**config.mk**
```make
export PLATFORM = sky130hd
export DESIGN_NAME = bsh_ctrl
export DESIGN_NICKNAME = d
export VERILOG_FILES = /design/src/hdl/bsh_pkg.sv /design/src/hdl/bsh_ctrl.sv
export VERILOG_INCLUDE_DIRS = /design/src /design/src/hdl
export SDC_FILE = /design/constraint.sdc
export NUM_CORES = 1
export LEC_CHECK = 0
export BUFFER_PORTS_ARGS = -buffer_cell sky130_fd_sc_hd__clkbuf_2
export CAP_MARGIN = 25
export CORE_AREA = 2 2 73 75
export DETAILED_ROUTE_END_ITERATION = 10
export DIE_AREA = 0 0 75 77
export PLACE_DENSITY_LB_ADDON = 0.12
export REMOVE_ABC_BUFFERS = 1
export SETUP_SLACK_MARGIN = 0.2
export SLEW_MARGIN = 20
export SYNTH_ARGS = -nofsm -noshare
export SYNTH_HDL_FRONTEND = slang
export SYNTH_SLANG_ARGS = --single-unit
```
**constraint.sdc**
```tcl
create_clock -name clock -period 2.55 [get_ports clock]
set_input_delay 0.1275 -clock clock [delete_from_list [all_inputs] [get_ports clock]]
set_output_delay 0.1275 -clock clock [all_outputs]
set_load 0.02 [all_outputs]
```
**src/hdl/byte_stream_hash_64_assert.svh**
```systemverilog
// Assertion macros for the byte stream hash block
`ifndef BYTE_STREAM_HASH_64_ASSERT_SVH
`define BYTE_STREAM_HASH_64_ASSERT_SVH
`ifndef SYNTH
`define BSH_ASSERT_IMPLY(label, clk, rst, ante, cons) \
   label: assert property (@(posedge clk) disable iff (rst) (ante) |-> (cons)) \
      else $error("assertion failed");
`define BSH_ASSERT_NEXT(label, clk, rst, ante, cons) \
   label: assert property (@(posedge clk) disable iff (rst) (ante) |=> (cons)) \
      else $error("assertion failed");
`else
`define BSH_ASSERT_IMPLY(label, clk, rst, ante, cons)
`define BSH_ASSERT_NEXT(label, clk, rst, ante, cons)
`endif
`endif

```
**src/hdl/bsh_pkg.sv**
```systemverilog
// Shared types, constants and helpers of the byte stream hash block
`default_nettype none
package bsh_pkg;

   localparam int LENGTH_BITS_DEF = 24;
   localparam int CSR_ADDR_W      = 3;

   localparam logic [63:0] SEED_K [10] = '{
      64'h6a09e667bb67ae85, 64'h3c6ef372a54ff53a, 64'h510e527f9b05688c,
      64'h1f83d9ab5be0cd19, 64'h428a2f9871374491, 64'hb5c0fbcfe9b5dba5,
      64'h3956c25b59f111f1, 64'h923f82a4ab1c5ed5, 64'hd807aa9812835b01,
      64'h243185be550c7dc3
   };

   typedef enum logic [3:0] {
      OP_NOP, OP_LATCH, OP_STORE, OP_HEAD_PRE, OP_ROUND, OP_MIX_CHAIN,
      OP_MIX_CARRY, OP_MIX_HASH, OP_CARRY_APPLY, OP_FIN_APPLY, OP_FOLD,
      OP_H_APPLY, OP_EMIT
   } op_type;

   typedef enum logic [1:0] {
      BSEL_DATA, BSEL_PAD, BSEL_HEAD0
   } bsel_type;

   typedef enum logic [1:0] {
      SH_FIRST, SH_ROUND, SH_CLOSE
   } shsel_type;

   typedef struct packed {
      op_type     op;
      bsel_type   bsel;
      shsel_type  shsel;
      logic [2:0] sel;
      logic       adv;
   } cmd_type;

   typedef struct packed {
      logic idx_lt_len;
      logic idx_lt_plen;
      logic idx_lt2;
      logic idx_eq2;
      logic mix_done;
      logic out_busy;
   } status_type;

   function automatic logic [63:0] sext8(input logic [7:0] b);
      sext8 = {{56{b[7]}}, b};
   endfunction

endpackage
`default_nettype wire

```
**src/hdl/bsh_ctrl.sv**
```systemverilog
// Controller: sequences byte rounds, padding, finalization and output
`default_nettype none
`include "byte_stream_hash_64_assert.svh"
module bsh_ctrl
   import bsh_pkg::*;
(
   input  wire logic       clock,
   input  wire logic       reset,
   input  wire logic       req_tvalid,
   output logic            req_tready,
   input  wire logic       req_byte_valid,
   input  wire logic       req_last,
   input  wire status_type status,
   output cmd_type         cmd
);
   typedef enum logic [12:0] {
      S_IDLE   = 13'h0001,
      S_FEED   = 13'h0002,
      S_MIX    = 13'h0004,
      S_WAIT   = 13'h0008,
      S_ADV    = 13'h0010,
      S_CHK    = 13'h0020,
      S_CROUND = 13'h0040,
      S_FMIX   = 13'h0080,
      S_FWAIT  = 13'h0100,
      S_FOLD   = 13'h0200,
      S_HMIX   = 13'h0400,
      S_HWAIT  = 13'h0800,
      S_EMIT   = 13'h1000
   } state_type;

   state_type  state_ff, state_in;
   logic       last_ff, last_in;     // closing pending for this item
   logic       data_ff, data_in;     // current byte comes from the beat
   logic       pre_ff, pre_in;       // head pre-add done for this byte
   logic       inpre_ff, inpre_in;   // carrier update follows the pre-add
   logic       fin_ff, fin_in;       // closing round in progress
   logic [2:0] cnt_ff, cnt_in;
   logic       accept;

   assign req_tready = (state_ff == S_IDLE);
   assign accept     = req_tvalid && req_tready;

   always_comb begin
      state_in = state_ff;
      last_in  = last_ff;
      data_in  = data_ff;
      pre_in   = pre_ff;
      inpre_in = inpre_ff;
      fin_in   = fin_ff;
      cnt_in   = cnt_ff;
      cmd      = '{op: OP_NOP, bsel: BSEL_DATA, shsel: SH_ROUND, sel: cnt_ff,
                   adv: 1'b0};
      cmd.bsel = data_ff ? BSEL_DATA : BSEL_PAD;
      case (state_ff)
         S_IDLE: begin
            if (accept) begin
               cmd.op  = OP_LATCH;
               last_in = req_last;
               if (req_byte_valid && status.idx_lt_len) begin
                  data_in  = 1'b1;
                  state_in = S_FEED;
               end else if (req_last) begin
                  state_in = S_CHK;
               end
            end
         end
         S_FEED: begin
            if (status.idx_eq2 && !pre_ff) begin
               cmd.op   = OP_HEAD_PRE;
               pre_in   = 1'b1;
               inpre_in = 1'b1;
               state_in = S_MIX;
            end else if (!status.idx_lt2) begin
               cmd.op   = OP_ROUND;
               state_in = S_MIX;
            end else begin
               cmd.op   = OP_STORE;
               state_in = S_ADV;
            end
         end
         S_MIX: begin
            cmd.op   = OP_MIX_CHAIN;
            state_in = S_WAIT;
         end
         S_WAIT: begin
            cmd.shsel = fin_ff ? SH_CLOSE : (inpre_ff ? SH_FIRST : SH_ROUND);
            if (status.mix_done) begin
               cmd.op   = OP_CARRY_APPLY;
               inpre_in = 1'b0;
               if (fin_ff) begin
                  cnt_in   = 3'd0;
                  state_in = S_FMIX;
               end else if (inpre_ff) begin
                  state_in = S_FEED;
               end else begin
                  state_in = S_ADV;
               end
            end
         end
         S_ADV: begin
            cmd.adv  = 1'b1;
            pre_in   = 1'b0;
            data_in  = 1'b0;
            state_in = last_ff ? S_CHK : S_IDLE;
         end
         S_CHK: begin
            state_in = status.idx_lt_plen ? S_FEED : S_CROUND;
         end
         S_CROUND: begin
            cmd.op   = OP_ROUND;
            cmd.bsel = BSEL_HEAD0;
            fin_in   = 1'b1;
            state_in = S_MIX;
         end
         S_FMIX: begin
            cmd.op   = OP_MIX_CARRY;
            state_in = S_FWAIT;
         end
         S_FWAIT: begin
            if (status.mix_done) begin
               cmd.op = OP_FIN_APPLY;
               if (cnt_ff == 3'd4) begin
                  cnt_in   = 3'd0;
                  state_in = S_FOLD;
               end else begin
                  cnt_in   = cnt_ff + 3'd1;
                  state_in = S_FMIX;
               end
            end
         end
         S_FOLD: begin
            cmd.op   = OP_FOLD;
            state_in = S_HMIX;
         end
         S_HMIX: begin
            cmd.op   = OP_MIX_HASH;
            state_in = S_HWAIT;
         end
         S_HWAIT: begin
            if (status.mix_done) begin
               cmd.op = OP_H_APPLY;
               if (cnt_ff == 3'd1) begin
                  state_in = S_EMIT;
               end else begin
                  cnt_in   = cnt_ff + 3'd1;
                  state_in = S_HMIX;
               end
            end
         end
         S_EMIT: begin
            if (!status.out_busy) begin
               cmd.op   = OP_EMIT;
               last_in  = 1'b0;
               fin_in   = 1'b0;
               pre_in   = 1'b0;
               cnt_in   = 3'd0;
               state_in = S_IDLE;
            end
         end
         default: state_in = S_IDLE;
      endcase
   end

   always_ff @(posedge clock) begin
      if (reset) begin
         state_ff <= S_IDLE;
         last_ff  <= 1'b0;
         data_ff  <= 1'b0;
         pre_ff   <= 1'b0;
         inpre_ff <= 1'b0;
         fin_ff   <= 1'b0;
         cnt_ff   <= '0;
      end else begin
         state_ff <= state_in;
         last_ff  <= last_in;
         data_ff  <= data_in;
         pre_ff   <= pre_in;
         inpre_ff <= inpre_in;
         fin_ff   <= fin_in;
         cnt_ff   <= cnt_in;
      end
   end

   `BSH_ASSERT_NEXT(a_last_blocks, clock, reset, accept && req_last, !req_tready)
endmodule
`default_nettype wire

```
# After elaboration in Yosys (flattened, before gate mapping)

Cells that the tools add are included.

Bits in registers: 21
Word-level logic and storage cells: 99
Output and inout port bits: 13

Reductions and logical operators: 17
Equal/unequal tests: 25
Multiplexer cells: 49
Add/subtract/negate cells: 1

Operators with widths:

| operator                                                                | number |
|---|---|
| 13-bit one-hot mux with 13 select lines                                 | 1 |
| 13-bit two-way mux                                                      | 9 |
| 4-bit one-hot mux with 11 select lines                                  | 1 |
| 3-bit two-way mux                                                       | 9 |
| 4-bit two-way mux                                                       | 4 |
| 5-bit two-way mux                                                       | 3 |
| 2-bit != test, second input constant                                    | 7 |
| 13-bit by 1-bit equality test with 1-bit output, second input constant  | 1 |
| 13-bit by 10-bit equality test with 1-bit output, second input constant | 1 |
| 13-bit by 11-bit equality test with 1-bit output, second input constant | 1 |
| 13-bit by 12-bit equality test with 1-bit output, second input constant | 1 |
| 13-bit equality test, second input constant                             | 1 |
| 13-bit by 2-bit equality test with 1-bit output, second input constant  | 1 |
| 13-bit by 3-bit equality test with 1-bit output, second input constant  | 1 |
| 13-bit by 4-bit equality test with 1-bit output, second input constant  | 1 |
| 13-bit by 5-bit equality test with 1-bit output, second input constant  | 1 |
| 13-bit by 6-bit equality test with 1-bit output, second input constant  | 1 |
| 13-bit by 7-bit equality test with 1-bit output, second input constant  | 1 |
| 13-bit by 8-bit equality test with 1-bit output, second input constant  | 1 |
| 13-bit by 9-bit equality test with 1-bit output, second input constant  | 1 |
| 3-bit one-hot mux with 4 select lines                                   | 1 |
| 3-bit AND reduction                                                     | 4 |
| 1-bit two-way mux                                                       | 10 |
| 10-bit two-way mux                                                      | 1 |
| 18 further kinds                                                        | 29 |

# Longest topological paths before layout

Word-level depth: 4
Depth in mapped cells: 8
Mapped depth without buffers: 8

# Worst setup path before layout

Ideal clock, no wire load.

Path type: register to register
From: register state_ff[0]
To: register cnt_ff[2]
Data required time: 2.433 ns
Stages on the path, launching flop included: 8
Arrival time: 1.826 ns
Setup slack: 0.607 ns
Cell sequence: dfxtp_1 > buf_6 > nor4_4 > nand3b_2 > a211o_1 > a211oi_4 > o21ai_1 > a32o_1

Longest elaborated chain between the ends: 3
Elaborated cells on any way between the ends: 13
Those cells by class: eq/ne (10); mux (1); reduce/logical (2)

RTL lines:

| what                                                                 | RTL line        | RTL |
|---|---|---|
| start: declaration                                                   | bsh_ctrl.sv:32  | `state_type state_ff, state_in;` |
| start signal: assignment                                             | bsh_ctrl.sv:175 | `state_ff <= state_in;` |
| 13-bit equality test (tied with other cells)                         | bsh_ctrl.sv:55  | `case (state_ff)` |
| 4-bit nonzero test (no line) / 2-bit != test (equally long branches) | n/a             |  |
| 7-bit AND reduction (no line)                                        | n/a             |  |
| end signal: assignment                                               | bsh_ctrl.sv:181 | `cnt_ff <= cnt_in;` |
| end: declaration                                                     | bsh_ctrl.sv:38  | `logic [2:0] cnt_ff, cnt_in;` |

Several ways; a longest one is shown, not always the timed one.
A chain may end at the register's enable or synchronous reset.

==> summary.md <==
The run finished with clean final reports. The logs give 2.42 ns for the worst path required time and 2070 um for the detailed-routing wirelength on met1. The tools report the final setup violation count as 0. Summed over all cells, the static leakage comes to 0.000637 uW. Synthesis handed over a netlist of 189 instances.

The tools report the placer congestion estimate as 0.941. Clock skew on the completed layout was measured at 0.00161 ns. The overall fraction of global-route tracks in use was 0.151; the number of buffers added on ports was 23. The number of enable flip-flop cells after synthesis was 0; the fraction of registers with async set/reset was 0. Minimum setup slack after placement: 0.402 ns. The run gives 4980 um^2 as the placeable core region.

Number of iterations in the first detailed-routing pass: 4. For this run, the post-layout net count is 226. The hold violation total from the final report was 0; the relative area change from synthesis to final layout was 16.9%.

The die span in y came out at 77 um. The fraction of the yosys area taken by sequential cells is 0.290. Critical path start-end classification: reg2out.

Summed over all failing endpoints, the final setup total negative slack is 0 ns. After detailed placement, the design holds a cell count of 276. The initial antenna violation count was 0; the maximum fanout along the worst path was 9.

The most frequent standard cell in the layout excluding fill and tap cells was clkbuf_2. Derived from the worst setup path, the maximum achievable clock frequency is 0.453 GHz. The kind of launch point of the worst setup path was a flop.

The post-layout minimum cycle time came out at 2.21 ns. TritonCTS built the clock tree. The tools report the full die area as 5780 um^2. For this run, the leading register cell type out of synthesis is dfxtp_1. The measured slew at the worst slew-check pin is 0.467 ns, and the starting density of the core is 0.291.

The first global-routing pass estimated 6630 um of wire. After synthesis, the netlist uses 49 different library cells. Using the TritonRoute via totals, the vias-per-cell ratio works out to 5.10. The HPWL after detailed placement is 3280 um.

In the final routed layout, each cell accounts on average for 14.8 um. The post-route fraction of the period consumed by the critical path is 0.865, and the remaining max-slew budget at the tightest pin is 0.686. Clock sink count: 21. The worst setup path is captured at an output pin. The routed layout has 1433 vias.

The logs give 0 for the residual antenna-violating net count after detailed routing and 131 uV for the maximum vdd drop. Excluding fillers, the count of instances in the completed layout stands at 281. The number of antenna diodes in the final layout is 0. The overall die width works out to 75 um. In this run the mean area of a mapped cell was 7.67 um^2. The tools report the cell chosen for the clock root as clkbuf_8. The number of pins with negative max-slew slack in the final report came out at 0. Number of standard-cell rows in the floorplan: 26. Setup repair after global routing left no endpoint under its margin. Summing all placed instances gives a cell area of 1620 um^2. Hold is met by 0.0439 ns.

In this run the power density over the cells is 500 nW/um^2. Entering global routing, the biggest net connects 17 pins. The library cells used most frequently in the layout, excluding fill and tap cells, are clkbuf_2 (23), nor2_1 (21), dfxtp_1 (21). The finished cells cover 1690 um^2.

The routed wire length on met2 was 1890 um. The H-tree level count is 1. The number of clock buffers added by TritonCTS is 3. The synthesized design contains 21 register bits. Aggregate global routing overflow: 0. Clock latency on the worst-skew pair, taken at its later pin, is 0.27 ns.

In this run the worst hold path is classified as in2reg. The run gives 77 um as the met3 wire length. The count of boundary I/O pins was 24. The share of layout cells above drive strength 1 works out to 0.199. In the routed design, unresolved DRC markers number 0. The number of global-route vias before repair came out at 1322.

The tool flagged a number of max-cap violations equal to 0. Data on the critical path arrives at its endpoint at 2.08 ns. The routed design has 4170 um of wire. In the post-route analysis, the smallest setup slack over all paths is 0.345 ns.

Count of synthesis-stage warnings from yosys: 0. The highest metal layer carrying signal wires in the routed design is met4. The mapped netlist covers 1450 um^2.

The buffer levels on the longest clock path was 2; the clock transition at the register clock pins on the worst setup and hold paths after CTS was 0.08 ns. After the first detailed-routing iteration, the DRC count stood at 41.
-- through the flow --
stage,util,total power [uW]
4_1_cts,0.335,840
5_1_grt,0.340,895
3_5_place_dp,0.326,609
3_3_place_gp,0.326,612
6_report,0.340,848
2_1_floorplan,-,525
-- synthesized netlist by cell type (2+ instances only) --
cell       instances  area [um^2]
and2_1             3         18.8
dfxtp_1           21          420
nor4b_1            5         43.8
buf_2              4         20.0
nand4b_1           2         17.5
a21oi_1           15         75.1
xnor2_1            2         17.5
xor2_1             2         17.5
o2111ai_1          2         17.5
a32oi_1            2         17.5
nor3_1             5         25.0
or3_1              3         18.8
nor3_2             2         20.0
nor2b_1            8         50.1
nor4_1             5         31.3
inv_1              6         22.5
nor2_1            22         82.6
and4_1             3         26.3
ha_1               3         37.5
clkbuf_1           2         7.51
nand2b_1           9         56.3
nand4_1            2         12.5
nand2_1           19         71.3
nand3_1           10         50.1
o21ai_0            5         25.0
a211oi_1           3         22.5
buf_4              2         15.0
-- worst max-delay path, cell delays in order (launching register included) --
cell and delay, ns:
dfxtp_1 0.41, nor4_4 0.29, buf_4 0.18, nand2_2 0.10, or3_1 0.48, o2111ai_1 0.14, clkbuf_2 0.20
-- what timing repair did --
| action | 4_1_cts | 5_1_grt |
|---|---|---|
| hold buffers | 0 | 0 |
| resized for setup | 0 | 4 |
| setup endpoints to repair | 0 | 5 |
| setup buffers | 0 | 1 |
-- registers in the layout, indices dropped and copies added, names as in the netlist --
| signal | cells |
|---|---|
| state_ff | 13 |
| cnt_ff | 3 |
| data_ff | 1 |
| fin_ff | 1 |
| inpre_ff | 1 |
| last_ff | 1 |
| pre_ff | 1 |
-- final timing paths --
check | start | end | slack [ns] | cells past startpoint
max reg2reg | state_ff[0]$_SDFFE_PP1P_ | cnt_ff[2]$_SDFFE_PP0P_ | 0.43 | 7
max | state_ff[0]$_SDFFE_PP1P_ | cmd[10] | 0.34 | 6
min reg2reg | pre_ff$_SDFFE_PP0P_ | pre_ff$_SDFFE_PP0P_ | 0.50 | 2
min | status[4] | state_ff[6]$_SDFFE_PP0P_ | 0.04 | 2
-- cell families (layout without fill, tap and decap cells) --
kind of cell	Yosys count	count (layout)	synth area share
buf+inv	15	37	0.0527
flops	21	21	0.290
mux	1	1	0.00691
fa+ha+maj	3	3	0.0259
simple gates	106	106	0.417
xor+xnor	4	4	0.0242
compound gates	39	39	0.183
-- where the power goes --
group / switching (uW) / internal [uW] / total, uW
clock network: 121 / 109 / 230
logic: 150 / 102 / 252
registers: 24.3 / 341 / 366
total: 295 / 553 / 848
-- per-layer routing --
layer  global-route usage  vias up
met2                0.225       26
met3               0.0171       11
met4               0.0696        0
met1                0.213      664
li1                     -      732
met5                    0        -
-- final cells by class --
cell class | instances | area, um^2
clock buffers | 3 | 41.3
clock inverters | 1 | 5.00
fillers | 544 | 3280
inverters | 6 | 22.5
multi-input cells | 153 | 972
flip-flops and latches | 21 | 420
well taps | 70 | 87.6
repair buffers | 27 | 145
(Power assumes the default switching activity.)
